## config.mk

```make
export PLATFORM = sky130hd
export DESIGN_NAME = suspension_feedback_deframer_flat
export DESIGN_NICKNAME = d
export VERILOG_FILES = /design/src/hw/rtl/sfd_pkg.sv /design/src/hw/rtl/sfd_rx_if.sv /design/src/hw/rtl/sfd_frame_if.sv /design/src/hw/rtl/sfd_framer.sv /design/src/hw/rtl/sfd_spike.sv /design/src/hw/rtl/suspension_feedback_deframer.sv /design/src/flat_wrapper.sv
export SDC_FILE = /design/constraint.sdc
export NUM_CORES = 1
export LEC_CHECK = 0
export BUFFER_PORTS_ARGS = -buffer_cell sky130_fd_sc_hd__clkbuf_2
export CAP_MARGIN = 20
export CORE_MARGIN = 3
export CORE_UTILIZATION = 60
export DETAILED_ROUTE_END_ITERATION = 6
export GPL_ROUTABILITY_DRIVEN = 0
export MAX_ROUTING_LAYER = met4
export PLACE_DENSITY_LB_ADDON = 0.12
export SLEW_MARGIN = 15
export SYNTH_ARGS = -nofsm -noshare
export SYNTH_HDL_FRONTEND = slang
export SYNTH_SLANG_ARGS = --single-unit
```

## constraint.sdc

```tcl
create_clock -name clk -period 8.9 [get_ports clk]
set_input_delay 0.445 -clock clk [delete_from_list [all_inputs] [get_ports clk]]
set_output_delay 0.445 -clock clk [all_outputs]
set_load 0.05 [all_outputs]
```

## src/hw/rtl/sfd_pkg.sv

```systemverilog
`default_nettype none

package sfd_pkg;

    // Channel count of angle and pressure frames
    localparam int CHANNELS = 6;
    // Channel slots on the result port
    localparam int OUT_CH   = 6;
    // Lanes evaluated by the spike filter (covers both counts)
    localparam int LANES    = (CHANNELS > OUT_CH) ? CHANNELS : OUT_CH;
    // Payload store: channel frames or brake frames, whichever is longer
    localparam int PAYLOAD_BYTES = (2 * CHANNELS > 4) ? 2 * CHANNELS : 4;
    // Byte counter width and length compare width
    localparam int IDX_W = 4;
    localparam int LEN_W = IDX_W + 1;

    localparam logic [15:0] SPIKE_LIMIT_RESET = 16'd1000;

    // Header bytes
    localparam logic [7:0] HDR_SYNC0      = 8'hAE;
    localparam logic [7:0] HDR_SYNC1      = 8'hEA;
    localparam logic [7:0] TYPE_ANGLE_A   = 8'h01;
    localparam logic [7:0] TYPE_ANGLE_B   = 8'h10;
    localparam logic [7:0] TYPE_PRESS_A   = 8'h02;
    localparam logic [7:0] TYPE_PRESS_B   = 8'h20;
    localparam logic [7:0] TYPE_ESTOP_A   = 8'h03;
    localparam logic [7:0] TYPE_ESTOP_B   = 8'h30;
    localparam logic [7:0] TYPE_BRAKE_A   = 8'h04;
    localparam logic [7:0] TYPE_BRAKE_B   = 8'h40;

    typedef enum logic [1:0] {
        KIND_ANGLE    = 2'd0,
        KIND_PRESSURE = 2'd1,
        KIND_ESTOP    = 2'd2,
        KIND_BRAKE    = 2'd3
    } frame_kind_t;

    // Completed frame handed from the framer to the filter
    typedef struct packed {
        logic                           valid;
        frame_kind_t                    kind;
        logic [PAYLOAD_BYTES-1:0][7:0]  bytes;
    } frame_done_t;

    // One formatted result
    typedef struct packed {
        frame_kind_t                kind;
        logic [OUT_CH-1:0][15:0]    ch;
        logic [OUT_CH-1:0]          held;
        logic                       estop;
        logic [7:0]                 brake_a;
        logic [7:0]                 brake_b;
    } result_t;

endpackage

`default_nettype wire

```

## src/hw/rtl/sfd_rx_if.sv

```systemverilog
`default_nettype none

interface sfd_rx_if;
    logic       valid;
    logic       ready;
    logic [7:0] rx_byte;
    logic       buffer_end;

    modport source (output valid, output rx_byte, output buffer_end, input ready);
    modport sink   (input valid, input rx_byte, input buffer_end, output ready);
endinterface

`default_nettype wire

```

## src/hw/rtl/sfd_frame_if.sv

```systemverilog
`default_nettype none

interface sfd_frame_if;
    logic               valid;
    logic               ready;
    logic [1:0]         frame_kind;
    logic signed [15:0] ch0;
    logic signed [15:0] ch1;
    logic signed [15:0] ch2;
    logic signed [15:0] ch3;
    logic signed [15:0] ch4;
    logic signed [15:0] ch5;
    logic [5:0]         held_mask;
    logic               emergency_stop;
    logic [7:0]         brake_limit_a;
    logic [7:0]         brake_limit_b;

    modport source (
        output valid, output frame_kind, output ch0, output ch1, output ch2,
        output ch3, output ch4, output ch5, output held_mask,
        output emergency_stop, output brake_limit_a, output brake_limit_b,
        input ready
    );
    modport sink (
        input valid, input frame_kind, input ch0, input ch1, input ch2,
        input ch3, input ch4, input ch5, input held_mask,
        input emergency_stop, input brake_limit_a, input brake_limit_b,
        output ready
    );
endinterface

`default_nettype wire

```

## src/hw/rtl/sfd_framer.sv

```systemverilog
`default_nettype none

module sfd_framer
    import sfd_pkg::*;
(
    input  wire logic        clk,
    input  wire logic        rst_n,
    input  wire logic        step,
    input  wire logic [7:0]  rx_byte,
    input  wire logic        buffer_end,
    output frame_done_t      done
);

    localparam logic [LEN_W-1:0] LEN_CHAN  = LEN_W'(2 * CHANNELS);
    localparam logic [LEN_W-1:0] LEN_ESTOP = LEN_W'(2);
    localparam logic [LEN_W-1:0] LEN_BRAKE = LEN_W'(4);

    logic [23:0]                    window_reg, window_next;
    logic                           in_frame_reg, in_frame_next;
    frame_kind_t                    kind_reg, kind_next;
    logic [IDX_W-1:0]               index_reg, index_next;
    logic [PAYLOAD_BYTES-1:0][7:0]  payload_reg;
    logic [PAYLOAD_BYTES-1:0][7:0]  view;

    logic                           hdr_hit;
    frame_kind_t                    hdr_kind;
    logic [LEN_W-1:0]               frame_len;
    logic [LEN_W-1:0]               index_inc;
    logic                           last_byte;

    // Header match on the last three window bytes plus the current beat
    always_comb
    begin
        hdr_hit  = 1'b0;
        hdr_kind = KIND_ANGLE;
        if (window_reg[23:16] == HDR_SYNC0 && window_reg[15:8] == HDR_SYNC1)
        begin
            if (window_reg[7:0] == TYPE_ANGLE_A && rx_byte == TYPE_ANGLE_B)
            begin
                hdr_hit  = 1'b1;
                hdr_kind = KIND_ANGLE;
            end
            else if (window_reg[7:0] == TYPE_PRESS_A && rx_byte == TYPE_PRESS_B)
            begin
                hdr_hit  = 1'b1;
                hdr_kind = KIND_PRESSURE;
            end
            else if (window_reg[7:0] == TYPE_ESTOP_A && rx_byte == TYPE_ESTOP_B)
            begin
                hdr_hit  = 1'b1;
                hdr_kind = KIND_ESTOP;
            end
            else if (window_reg[7:0] == TYPE_BRAKE_A && rx_byte == TYPE_BRAKE_B)
            begin
                hdr_hit  = 1'b1;
                hdr_kind = KIND_BRAKE;
            end
        end
    end

    // Payload length of the frame in progress
    always_comb
    begin
        unique case (kind_reg)
            KIND_ANGLE:    frame_len = LEN_CHAN;
            KIND_PRESSURE: frame_len = LEN_CHAN;
            KIND_ESTOP:    frame_len = LEN_ESTOP;
            KIND_BRAKE:    frame_len = LEN_BRAKE;
            default:       frame_len = LEN_CHAN;
        endcase
    end

    assign index_inc = {1'b0, index_reg} + LEN_W'(1);
    assign last_byte = in_frame_reg && (index_inc >= frame_len);

    // Payload as seen with the current beat merged in
    always_comb
    begin
        for (int k = 0; k < PAYLOAD_BYTES; k++)
        begin
            if (in_frame_reg && index_reg == IDX_W'(k))
                view[k] = rx_byte;
            else
                view[k] = payload_reg[k];
        end
    end

    assign done.valid = step && last_byte;
    assign done.kind  = kind_reg;
    assign done.bytes = view;

    // Next state of the hunter and frame counter
    always_comb
    begin
        window_next   = window_reg;
        in_frame_next = in_frame_reg;
        kind_next     = kind_reg;
        index_next    = index_reg;
        if (in_frame_reg)
        begin
            if (last_byte)
            begin
                in_frame_next = 1'b0;
                index_next    = '0;
            end
            else
            begin
                index_next = index_inc[IDX_W-1:0];
            end
        end
        else if (hdr_hit)
        begin
            in_frame_next = 1'b1;
            kind_next     = hdr_kind;
            index_next    = '0;
            window_next   = '0;
        end
        else
        begin
            window_next = {window_reg[15:0], rx_byte};
        end
        // end of buffer drops the window and any partial frame
        if (buffer_end)
        begin
            window_next   = '0;
            in_frame_next = 1'b0;
            index_next    = '0;
        end
    end

    always_ff @(posedge clk or negedge rst_n)
    begin
        if (!rst_n)
        begin
            window_reg   <= '0;
            in_frame_reg <= 1'b0;
            kind_reg     <= KIND_ANGLE;
            index_reg    <= '0;
        end
        else if (step)
        begin
            window_reg   <= window_next;
            in_frame_reg <= in_frame_next;
            kind_reg     <= kind_next;
            index_reg    <= index_next;
        end
    end

    // Payload store, written at the byte counter
    always_ff @(posedge clk)
    begin
        if (step && in_frame_reg)
            payload_reg <= view;
    end

endmodule

`default_nettype wire

```

## src/hw/rtl/sfd_spike.sv

```systemverilog
`default_nettype none

module sfd_spike
    import sfd_pkg::*;
(
    input  wire logic        clk,
    input  wire logic        rst_n,
    input  wire frame_done_t done,
    input  wire logic [15:0] spike_limit,
    output result_t          res
);

    logic [15:0]        last_reg [CHANNELS];
    logic [LANES-1:0]   take;
    logic [15:0]        raw    [LANES];
    logic [15:0]        kept   [LANES];
    logic               is_angle;

    assign is_angle = (done.kind == KIND_ANGLE);

    // Per-channel spike compare against the last accepted value
    for (genvar g = 0; g < LANES; g++)
    begin : g_lane
        if (g < CHANNELS)
        begin : g_real
            logic [16:0] diff;
            logic [16:0] mag;
            assign raw[g]  = {done.bytes[2*g+1], done.bytes[2*g]};
            assign diff    = {raw[g][15], raw[g]} - {last_reg[g][15], last_reg[g]};
            assign mag     = diff[16] ? (17'd0 - diff) : diff;
            assign take[g] = (mag < {1'b0, spike_limit});
            assign kept[g] = take[g] ? raw[g] : last_reg[g];
        end
        else
        begin : g_none
            assign raw[g]  = '0;
            assign take[g] = 1'b1;
            assign kept[g] = '0;
        end
    end

    // Result formatting
    always_comb
    begin
        res = '0;
        res.kind = done.kind;
        unique case (done.kind)
            KIND_ANGLE:
            begin
                for (int i = 0; i < OUT_CH; i++)
                begin
                    res.ch[i]   = kept[i];
                    res.held[i] = !take[i];
                end
            end
            KIND_PRESSURE:
            begin
                for (int i = 0; i < OUT_CH; i++)
                    res.ch[i] = raw[i];
            end
            KIND_ESTOP:
                res.estop = (done.bytes[0] != 8'd0);
            KIND_BRAKE:
            begin
                res.brake_a = done.bytes[0];
                res.brake_b = done.bytes[2];
            end
            default:
                res = '0;
        endcase
    end

    // Last accepted angles, updated once per angle frame
    always_ff @(posedge clk or negedge rst_n)
    begin
        if (!rst_n)
        begin
            for (int i = 0; i < CHANNELS; i++)
                last_reg[i] <= '0;
        end
        else if (done.valid && is_angle)
        begin
            for (int i = 0; i < CHANNELS; i++)
                last_reg[i] <= kept[i];
        end
    end

endmodule

`default_nettype wire

```

## src/hw/rtl/suspension_feedback_deframer.sv

```systemverilog
// Suspension feedback deframer.
// A frame's completing beat passes the input register, then its result is loaded
// into the result register. Throughput: one byte beat per cycle while the result
// register is empty or being taken; the result register loads on each frame.
// Reset (rst_n low, asynchronous): hunting, empty window, angles zero,
// spike limit 1000; the payload store is not cleared.
`default_nettype none

module suspension_feedback_deframer
    import sfd_pkg::*;
(
    input  wire logic        clk,
    input  wire logic        rst_n,
    input  wire logic        cfg_wr_en,
    input  wire logic [15:0] cfg_wr_data,
    sfd_rx_if.sink           rx,
    sfd_frame_if.source      frame
);

    logic           s1_valid_reg;
    logic [7:0]     s1_byte_reg;
    logic           s1_end_reg;
    logic           step;
    logic [15:0]    spike_limit_reg;
    logic           out_valid_reg;
    result_t        out_reg;
    frame_done_t    done;
    result_t        res;

    // Byte advances when the result register has room
    assign step     = s1_valid_reg && (!out_valid_reg || frame.ready);
    assign rx.ready = !s1_valid_reg || step;

    // Configuration register
    always_ff @(posedge clk or negedge rst_n)
    begin
        if (!rst_n)
            spike_limit_reg <= SPIKE_LIMIT_RESET;
        else if (cfg_wr_en)
            spike_limit_reg <= cfg_wr_data;
    end

    // Input register
    always_ff @(posedge clk or negedge rst_n)
    begin
        if (!rst_n)
            s1_valid_reg <= 1'b0;
        else if (rx.ready)
            s1_valid_reg <= rx.valid;
    end

    always_ff @(posedge clk)
    begin
        if (rx.ready && rx.valid)
        begin
            s1_byte_reg <= rx.rx_byte;
            s1_end_reg  <= rx.buffer_end;
        end
    end

    sfd_framer u_framer (
        .clk        (clk),
        .rst_n      (rst_n),
        .step       (step),
        .rx_byte    (s1_byte_reg),
        .buffer_end (s1_end_reg),
        .done       (done)
    );

    sfd_spike u_spike (
        .clk         (clk),
        .rst_n       (rst_n),
        .done        (done),
        .spike_limit (spike_limit_reg),
        .res         (res)
    );

    // Result register
    always_ff @(posedge clk or negedge rst_n)
    begin
        if (!rst_n)
            out_valid_reg <= 1'b0;
        else if (done.valid)
            out_valid_reg <= 1'b1;
        else if (frame.ready)
            out_valid_reg <= 1'b0;
    end

    always_ff @(posedge clk)
    begin
        if (done.valid)
            out_reg <= res;
    end

    assign frame.valid          = out_valid_reg;
    assign frame.frame_kind     = out_reg.kind;
    assign frame.ch0            = out_reg.ch[0];
    assign frame.ch1            = out_reg.ch[1];
    assign frame.ch2            = out_reg.ch[2];
    assign frame.ch3            = out_reg.ch[3];
    assign frame.ch4            = out_reg.ch[4];
    assign frame.ch5            = out_reg.ch[5];
    assign frame.held_mask      = out_reg.held;
    assign frame.emergency_stop = out_reg.estop;
    assign frame.brake_limit_a  = out_reg.brake_a;
    assign frame.brake_limit_b  = out_reg.brake_b;

endmodule

`default_nettype wire

```

## src/flat_wrapper.sv

```systemverilog
// flat-port wrapper written by rule: the top's interface ports become plain ports
module suspension_feedback_deframer_flat import sfd_pkg::*;
  (clk, rst_n, cfg_wr_en, cfg_wr_data, rx_valid, rx_rx_byte, rx_buffer_end, rx_ready, frame_valid, frame_frame_kind, frame_ch0, frame_ch1, frame_ch2, frame_ch3, frame_ch4, frame_ch5, frame_held_mask, frame_emergency_stop, frame_brake_limit_a, frame_brake_limit_b, frame_ready);
  sfd_rx_if rx_i ();
  sfd_frame_if frame_i ();
  input  wire logic clk;
  input  wire logic rst_n;
  input  wire logic cfg_wr_en;
  input  wire logic [15:0] cfg_wr_data;
  input wire logic [$bits(rx_i.valid)-1:0] rx_valid;
  input wire logic [$bits(rx_i.rx_byte)-1:0] rx_rx_byte;
  input wire logic [$bits(rx_i.buffer_end)-1:0] rx_buffer_end;
  output wire logic [$bits(rx_i.ready)-1:0] rx_ready;
  output wire logic [$bits(frame_i.valid)-1:0] frame_valid;
  output wire logic [$bits(frame_i.frame_kind)-1:0] frame_frame_kind;
  output wire logic [$bits(frame_i.ch0)-1:0] frame_ch0;
  output wire logic [$bits(frame_i.ch1)-1:0] frame_ch1;
  output wire logic [$bits(frame_i.ch2)-1:0] frame_ch2;
  output wire logic [$bits(frame_i.ch3)-1:0] frame_ch3;
  output wire logic [$bits(frame_i.ch4)-1:0] frame_ch4;
  output wire logic [$bits(frame_i.ch5)-1:0] frame_ch5;
  output wire logic [$bits(frame_i.held_mask)-1:0] frame_held_mask;
  output wire logic [$bits(frame_i.emergency_stop)-1:0] frame_emergency_stop;
  output wire logic [$bits(frame_i.brake_limit_a)-1:0] frame_brake_limit_a;
  output wire logic [$bits(frame_i.brake_limit_b)-1:0] frame_brake_limit_b;
  input wire logic [$bits(frame_i.ready)-1:0] frame_ready;
  assign rx_i.valid = rx_valid;
  assign rx_i.rx_byte = rx_rx_byte;
  assign rx_i.buffer_end = rx_buffer_end;
  assign rx_ready = rx_i.ready;
  assign frame_valid = frame_i.valid;
  assign frame_frame_kind = frame_i.frame_kind;
  assign frame_ch0 = frame_i.ch0;
  assign frame_ch1 = frame_i.ch1;
  assign frame_ch2 = frame_i.ch2;
  assign frame_ch3 = frame_i.ch3;
  assign frame_ch4 = frame_i.ch4;
  assign frame_ch5 = frame_i.ch5;
  assign frame_held_mask = frame_i.held_mask;
  assign frame_emergency_stop = frame_i.emergency_stop;
  assign frame_brake_limit_a = frame_i.brake_limit_a;
  assign frame_brake_limit_b = frame_i.brake_limit_b;
  assign frame_i.ready = frame_ready;
  suspension_feedback_deframer u_core (.clk(clk), .rst_n(rst_n), .cfg_wr_en(cfg_wr_en), .cfg_wr_data(cfg_wr_data), .rx(rx_i), .frame(frame_i));
endmodule
```

**After elaboration in Yosys (flattened, before gate mapping)**

Cells that the tools add are included.

- $add $sub $neg: 13
- Order comparisons: 7
- Equality and inequality tests: 25
- Multiplexer cells: 49
- Bitwise logic cells: 1
- Reduce and logical (&&, ||, !) cells: 42

Operators with widths:

| cell | count |
|---|---|
| case mux 96 bit (2 select lines) | 1 |
| less-than comparator 17 x 16 -> 1 bit | 6 |
| two-way mux 17 bit | 6 |
| subtractor 1 x 17 -> 17 bit, first input constant | 6 |
| subtractor 16 x 16 -> 17 bit | 6 |
| two-way mux 16 bit | 6 |
| two-way mux 8 bit | 12 |
| two-way mux 24 bit | 3 |
| logical AND 1 bit | 23 |
| equality test 4 x 3 -> 1 bit, second input constant | 4 |
| equality test 4 bit, second input constant | 4 |
| equality test 8 x 2 -> 1 bit, second input constant | 2 |
| equality test 8 x 6 -> 1 bit, second input constant | 2 |
| equality test 8 bit, second input constant | 2 |
| two-way mux 4 bit | 4 |
| case mux 5 bit (3 select lines) | 1 |
| two-way mux 1 bit | 11 |
| two-way mux 2 bit | 5 |
| equality test 4 x 2 -> 1 bit, second input constant | 2 |
| equality test 8 x 1 -> 1 bit, second input constant | 1 |
| equality test 8 x 3 -> 1 bit, second input constant | 1 |
| equality test 8 x 5 -> 1 bit, second input constant | 1 |
| equality test 8 x 7 -> 1 bit, second input constant | 1 |
| zero test 1 bit | 8 |
| other kinds (16) | 19 |

- Flip-flop bits (word level): 371
- Bits of input ports: 30
- Output and inout port bits: 123
- Word-level logic and storage cells: 175

**Logic depth before layout (Yosys ltp)**

Gate-level depths: netlist (run 1).

- Word-level depth: 10
- Mapped depth: 29
- Mapped depth without buffers: 26

**Cells and area by module**

Synthesis (run 1) repeated with hierarchy kept, for this count alone.

- Cells, all modules: 2429
- Area, all modules: 25750.9 sq um

Modules (own cells, without submodules):

| module | times used | cells an instance | area an instance (sq um) | sequential area each (sq um) |
|---|---|---|---|---|
| sfd_spike | 1 | 1874 | 15332.2 | 2402.3 |
| sfd_framer | 1 | 383 | 5769.3 | 3658.5 |
| suspension_feedback_deframer | 1 | 172 | 4649.5 | 4361.7 |

**Worst setup path after synthesis (run 1)**

OpenSTA, ideal clock, no wires.

- Kind: register -> register
- Start point: register u_core.out_valid_reg (netlist: u_core.frame.valid)
- End point: register u_core.out_reg, in the netlist u_core.frame.brake_limit_a[0], enable pin
- Setup time: 473 ps
- Data arrival time: 7824 ps
- Required time: 8427 ps
- Path slack: 603 ps
- Cell stages (with the launch flop): 6
- Buffers on the path: 0
- Clock period less this slack: 8297 ps
- Cell sequence: dfrtp_1 > nand2b_1 > nand2_1 > nor2_1 > nand2_1 > inv_1

RTL lines:

| element | line | text |
|---|---|---|
| from (decl) | suspension_feedback_deframer.sv:25 | `logic out_valid_reg;` |
| from (signal assigned) | suspension_feedback_deframer.sv:82 | `out_valid_reg <= 1'b0;` |
| from (signal assigned) | suspension_feedback_deframer.sv:84 | `out_valid_reg <= 1'b1;` |
| from (signal assigned) | suspension_feedback_deframer.sv:86 | `out_valid_reg <= 1'b0;` |
| to (signal assigned) | suspension_feedback_deframer.sv:92 | `out_reg <= res;` |
| to (decl) | suspension_feedback_deframer.sv:26 | `result_t out_reg;` |

==> results_dict.tcl, run 1 <==
set metrics [dict create \
    status "finished with violations" \
    violations "negative hold slack" \
    htreeDepth 2 \
    seq_area_frac_synth 0.4110 \
    synthSimpleGateAreaFrac 0.1148 \
    yosys.area.top_type "edfxtp_1" \
    antenna_found_initial 1 \
    clkLatencyLatePin_ns 0.60 \
    required_ns 9.33 \
    post-route-drc-count 0 \
    ys_warn_count 0 \
    grt_pass1_vias 19860 \
    fmax_mhz 134.7 \
    syn_nets 2690 \
    grt_max_degree 90 \
    tightest_slew_ns 1.113 \
    grt_usage 0.3101 \
    cts-root-buf "clkbuf_16" \
    synth_fa_ha_area_frac 0.1029 \
    comb_power_share 0.042 \
    crit_start "u_core.u_framer.index_reg[2]$_DFFE_PN0P_" \
    final_nets 2826 \
    tns_ns 0 \
    synthesis.area_sq_um 25360 \
    initial_core_util 0.6141 \
    slew_headroom 0.2563 \
    cp-start-kind "register" \
    syn_to_final_growth_pct 10.51 \
    post_cts_buffers 0 \
    maxCapViolations 0 \
    numCtsBuffers 41 \
    placedCellCount 3080 \
    core_area_sq_um 41290 \
    slew_violations 0 \
    setup_viol_count_final 0 \
    synth-edff-count 226 \
    ant_nets 0 \
    diodes 0 \
    min_period_ns 7.423 \
    synth_top_family_by_area "compound AO/OA/AOI/OAI gates" \
    yosys-top-cells-area "edfxtp_1 27%, dfrtp_1 14%, ha_1 9.8%" \
    drtIter0Drc 1555 \
    hold_path_class "input port to async pin" \
    syn_inst 2455 \
    seqPwrFrac 0.494 \
    power.density_nw_per_um2 134.0 \
    hold_viol_final 10 \
    grt_pass1_wl_um 106900 \
    seqCellArea_sq_um 10420 \
    die-area_sq_um 44770 \
    r2r-start "u_core.u_framer.index_reg[2]$_DFFE_PN0P_" \
    synth_cell_types 99 \
    vias 19980 \
    firstDrtPassIters 6 \
    drive_above_1_share 0.1791 \
    fin_crit_sh 0.8341 \
    cp.arrival_ns 7.85 \
    overflow 0 \
    synth-async-reset-ratio 0.3908 \
    clkTransAtPathRegs_ns 0.07 \
    clockBufferDepth 3 \
    worstSetupPathType "register to register" \
    die_x_um 211.6 \
    fin_worst_hold_slack_ns -0.01607 \
    ys_dominant_reg_cell "edfxtp_1" \
    fin_worst_skew_ns 0.03002 \
    nFillCells 3192 \
    die_height_um 211.6 \
    sw_frac_of_total 0.2340 \
    wire_per_inst_um 21.43 \
    wl_um 67640 \
    ctsHoldBuffers 0 \
    p_total_mw 3.755 \
    power_leakage_nw 12.19 \
    viasPerCell 6.331 \
    p_clk_frac 0.464 \
    power.switching_uw 878.8 \
    numPortBuffers 152 \
    synth_top_area_frac 0.2676 \
    num_rows 74 \
    endpoint_kind "register" \
    yosys.area_share.xor_xnor 0.04870 \
    clkSinkCount 371 \
    synth_mux_area_frac 0.09803 \
    synth-seq-cells 371 \
    num_io_pins 153 \
    syn_area_per_cell_sq_um 10.33 \
    intPower_mw 2.877 \
    reg2reg_depth 21 \
    peakVddDrop_mv 0.1473 \
    instances_no_fill 3156 \
    dp_hpwl_um 47000 \
    cts_tree "built" \
    synth_compound_area_frac 0.1797 \
    cts_resized 0 \
    multiInputGateArea_sq_um 13840 \
    rsz0062_at_grt "no" \
    path_max_fanout 17 \
]
[placed cells by master (no fill, tap or decap), drive strengths merged, types with 9 or more instances in the layout]
master,synthesis,layout
a21o,42,42
or2,17,17
nor2b,40,40
clkbuf,64,202
nand2b,24,24
a31oi,15,15
a22o,25,25
a21oi,161,161
o31ai,36,36
a211o,11,11
xnor2,89,89
a21boi,10,10
a211oi,15,15
ha,199,199
and2,13,13
mux2,141,141
or3,12,12
edfxtp,226,226
o21ai,123,123
clkinv,1,16
mux2i,86,86
nand4,9,9
xor2,52,52
nor3,38,38
nand3,34,34
buf,28,34
dfrtp,139,139
inv,189,192
nand2,137,137
a221oi,23,23
o21a,42,42
a2111oi,9,9
nor4,17,17
o211ai,28,28
o221a,17,17
and3,25,25
o31a,9,9
nor2,187,187
[metrics by stage]
step	hold slack [ns]	utilization	worst slack (ns)	area, sq um
4_1_cts	0.004399	0.6785	1.539	28020
3_5_place_dp	0.4859	0.6454	1.576	26650
3_3_place_gp	0.4845	0.6450	1.373	26630
6_report	-0.01607	0.6787	1.477	28030
5_1_grt	0.02636	0.6787	0.8570	28030
2_1_floorplan	0.1494	-	0.6029	25360
[metal layers]
metal  up-vias  global-route usage  share of wire
met5         -                   -              0
met1      9773              0.4054           0.43
li1       9361                   -              -
met3       161             0.03720          0.065
met4         0              0.1296          0.041
met2       685              0.4941           0.46
[cell families after synthesis]
| group | after synthesis |
|---|---|
| AO/OA/AOI/OAI | 642 |
| XOR/XNOR | 141 |
| adder cells (fa/ha/maj) | 205 |
| buffers and inverters | 282 |
| flip-flops | 371 |
| multiplexers | 227 |
| AND/OR/NAND/NOR | 587 |
[path summary, 6_finish.rpt]
kind                                                           end  slack [ns]
max                                 u_core.frame.ch2[12]$_DFFE_PP_        1.48
min                        u_core.u_spike.last_reg[88]$_DFFE_PN0P_       -0.02
max reg2reg                         u_core.frame.ch2[12]$_DFFE_PP_        1.48
min reg2reg                u_core.u_spike.last_reg[47]$_DFFE_PN0P_        0.50
max in group asynchronous  u_core.u_framer.kind_reg[1]$_DFFE_PN0P_        7.48
min in group clk                   u_core.s1_byte_reg[1]$_DFFE_PP_        0.04
[worst max-delay path, stage by stage, from the launching register on]
cell and delay, ns:
dfrtp_1 0.53, inv_1 0.10, nor2_1 0.23, nand3_1 0.45
mux2_2 0.43, inv_1 0.08, fa_1 0.43, nand2b_1 0.17
a211oi_1 0.43, o21a_1 0.17, nor2_1 0.04, xnor2_1 0.21
nor4_1 0.49, nand4_1 0.21, o31ai_1 0.33, xnor2_1 0.12
ha_1 0.21, a2111oi_0 0.70, o21ai_0 0.24, o41ai_1 0.49
o41a_1 0.79, o221a_2 0.38
[cell usage after synthesis (all sizes together), types with 7 or more instances]
| cell | number |
|---|---|
| o311ai | 8 |
| nor4b | 8 |
| and3 | 25 |
| a221oi | 23 |
| nand3 | 34 |
| a2111oi | 9 |
| a21oi | 161 |
| mux2 | 141 |
| a211oi | 15 |
| inv | 189 |
| or3 | 12 |
| nor3 | 38 |
| xnor2 | 89 |
| or2 | 17 |
| nor2 | 187 |
| o211ai | 28 |
| clkbuf | 64 |
| a211o | 11 |
| nor2b | 40 |
| buf | 28 |
| o21a | 42 |
| a21boi | 10 |
| o221a | 17 |
| xor2 | 52 |
| a21o | 42 |
| o31ai | 36 |
| a31oi | 15 |
| o21ai | 123 |
| a22o | 25 |
| and2 | 13 |
| o2111ai | 7 |
| nand3b | 7 |
| o31a | 9 |
| nor4 | 17 |
| mux2i | 86 |
| nand2b | 24 |
| nand2 | 137 |
| nand4 | 9 |
| ha | 199 |
| dfrtp | 139 |
| edfxtp | 226 |
[power by group through the flow]
stage | clock network [mW] | logic [mW] | registers [mW]
detailed placement | 0 | 0.154 | 1.89
global route | 1.84 | 0.169 | 1.86
CTS | 1.77 | 0.155 | 1.86
finish | 1.74 | 0.156 | 1.86
global placement | 0 | 0.146 | 1.89
floorplan | 0 | 0.0738 | 1.88
[final cells by class]
type,count,share of cell area
tap,532,0.02375
timing repair buffer,185,0.03612
inverter,190,0.02554
multi-input combinational,1802,0.4939
clock buffer,51,0.03866
sequential,371,0.3719
clock inverter,25,0.01013
(Power assumes the default switching activity.)
==> inputs of run 2 (changes only) <==
==> constraint.sdc (replaced) <==
create_clock -name clk -period 7.2 [get_ports clk]
set_input_delay 0.36 -clock clk [delete_from_list [all_inputs] [get_ports clk]]
set_output_delay 0.36 -clock clk [all_outputs]
set_load 0.05 [all_outputs]
==> results_dict.tcl, run 2 (synthesized netlist as in run 1, its figures left out) <==
set metrics [dict create \
    htreeDepth 2 \
    critPathMostFrequentCell "a21o_1" \
    fmax_mhz 146.1 \
    cp-start-kind "register" \
    clkTransAtPathRegs_ns 0.06 \
    power_leakage_nw 12.29 \
    post-route-drc-count 0 \
    cts-root-buf "clkbuf_16" \
    slew_violations 0 \
    fin_crit_sh 0.9505 \
    grt_pass1_wl_um 106400 \
    status "completed" \
    clockBufferDepth 3 \
    crit_chain "nand3_2 > mux2i_1 > ha_1 > inv_1 > fa_1 > a211oi_1 > o21ai_1 > a31o_2 > xor2_1 > or2_0 > or4_1 > o21ai_0 > xnor2_1 > ha_1 > a21o_1 > a21o_1 > a21o_1 > a21o_1 > a211oi_1 > nand2_1 > a31oi_1 > nand2_4 > mux2_2" \
    slowest_delay_ns 0.74 \
    setup_viol_count_final 0 \
    grt_pass1_vias 20100 \
    grt_max_degree 80 \
    viasPerCell 6.330 \
    die_x_um 211.6 \
    worstSetupPathType "register to register" \
    min_period_ns 6.844 \
    maxCapViolations 0 \
    drive_above_1_share 0.1833 \
    hold_path_class "input port to register" \
    clkLatencyLatePin_ns 0.58 \
    grt_util_met2 0.4807 \
    wl_um 67400 \
    wire_per_inst_um 21.15 \
    fin_worst_skew_ns 0.02642 \
    hold_viol_final 0 \
    fin_worst_hold_slack_ns 0.04426 \
    drtIter0Drc 1801 \
    numCtsBuffers 42 \
    power.density_nw_per_um2 165.9 \
    syn_to_final_growth_pct 11.86 \
    peakVddDrop_mv 0.2067 \
    num_io_pins 153 \
    clkSinkCount 371 \
    seqCellArea_sq_um 10420 \
    path_max_fanout 17 \
    grt_usage 0.3082 \
    antenna_found_initial 1 \
    cts_tree "built" \
    nFillCells 3190 \
    crit_slowest_cell "dfrtp_1" \
    core_area_sq_um 41290 \
    final_util 0.6869 \
    initial_core_util 0.6141 \
    num_rows 74 \
    grt_util_met1 0.4109 \
    required_ns 7.65 \
    tightest_slew_ns 1.027 \
    final_cell_mix "226 x edfxtp_1, 199 x ha_1, 188 x inv_1, 186 x nor2_1, 161 x a21oi_1" \
    endpoint_kind "register" \
    grt_util_met3 0.05483 \
    tns_ns 0 \
    dp_hpwl_um 47360 \
    cp.arrival_ns 7.30 \
    final_common_cell "edfxtp_1" \
    multiInputGateArea_sq_um 13890 \
    die-area_sq_um 44770 \
    slew_headroom 0.3155 \
    die_height_um 211.6 \
    overflow 0 \
    firstDrtPassIters 6 \
    busiest_layer "met2" \
    vias 20170 \
    ant_nets 0 \
    final_nets 2853 \
    numPortBuffers 152 \
]
run 2: critical path: cells and delay by family (launching register included):
kind,cells,cell delay (ns)
AOI/OAI and AO/OA,10,2.39
adders and majority gates,3,0.93
buffers and inverters,1,0.06
and+or+nand+nor,5,1.57
muxes,2,0.69
xor gates and xnor gates,2,0.33
DFF,1,0.74
run 2: per-stage QoR:
| step | instances | setup WS, ns | area (sq um) | total power, mW |
|---|---|---|---|---|
| after floorplan | 2455 | 0.6352 | 25360 | 2.412 |
| after global placement | 3094 | 0.4344 | 26770 | 2.522 |
| after detailed placement | 3094 | 0.08616 | 26770 | 2.529 |
| after CTS | 3183 | 0.009886 | 28300 | 4.745 |
| after global routing | 3183 | -0.008805 | 28360 | 4.850 |
| final | 3186 | 0.3562 | 28370 | 4.705 |
run 2: cell type report:
cell class	instances	share of cell area
repair buffers	211	0.04415
clock buffers	62	0.04256
inverters	190	0.02523
flip-flops and latches	371	0.3675
diodes	3	0.0002646
clock inverters	15	0.007366
multi-input cells	1802	0.4895
well taps	532	0.02347
run 2: worst paths after layout:
| path | from | to | slack, ns | cells after the start |
|---|---|---|---|---|
| max in group asynchronous | rst_n | u_core.u_spike.last_reg[6]$_DFFE_PN0P_ | 5.34 | 3 |
| worst max register to register | u_core.u_framer.in_frame_reg$_DFFE_PN0P_ | u_core.u_spike.last_reg[16]$_DFFE_PN0P_ | 0.36 | 23 |
| worst min register to register | u_core.u_framer.window_reg[17]$_DFFE_PN0P_ | u_core.u_framer.window_reg[17]$_DFFE_PN0P_ | 0.50 | 1 |
| worst min-delay path | cfg_wr_data[0] | u_core.spike_limit_reg[0]$_DFFE_PN0P_ | 0.04 | 2 |
| min in group asynchronous | rst_n | u_core.u_spike.last_reg[87]$_DFFE_PN0P_ | 0.39 | 2 |
| worst max-delay path | u_core.u_framer.in_frame_reg$_DFFE_PN0P_ | u_core.u_spike.last_reg[16]$_DFFE_PN0P_ | 0.36 | 23 |
run 2: what timing repair did:
item | 4_1_cts | 5_1_grt
setup buffers | 0 | 0
hold buffers | 12 | 0
endpoints found under the setup margin | 0 | 106
endpoints found under the hold margin | 89 | 0
gates resized for setup | 0 | 13
run 2: report_power, final:
part | total, mW | internal [mW] | switching [mW] | leakage (nW)
Combinational | 0.199 | 0.0654 | 0.134 | 7.93
Clock | 2.21 | 1.34 | 0.866 | 0.684
Sequential | 2.30 | 2.27 | 0.0316 | 3.68
run 2: metal layers:
metal	part of all wire	vias to the layer above
met4	0.032	0
met2	0.45	715
met3	0.075	133
met5	0	-
li1	-	9406
met1	0.44	9914
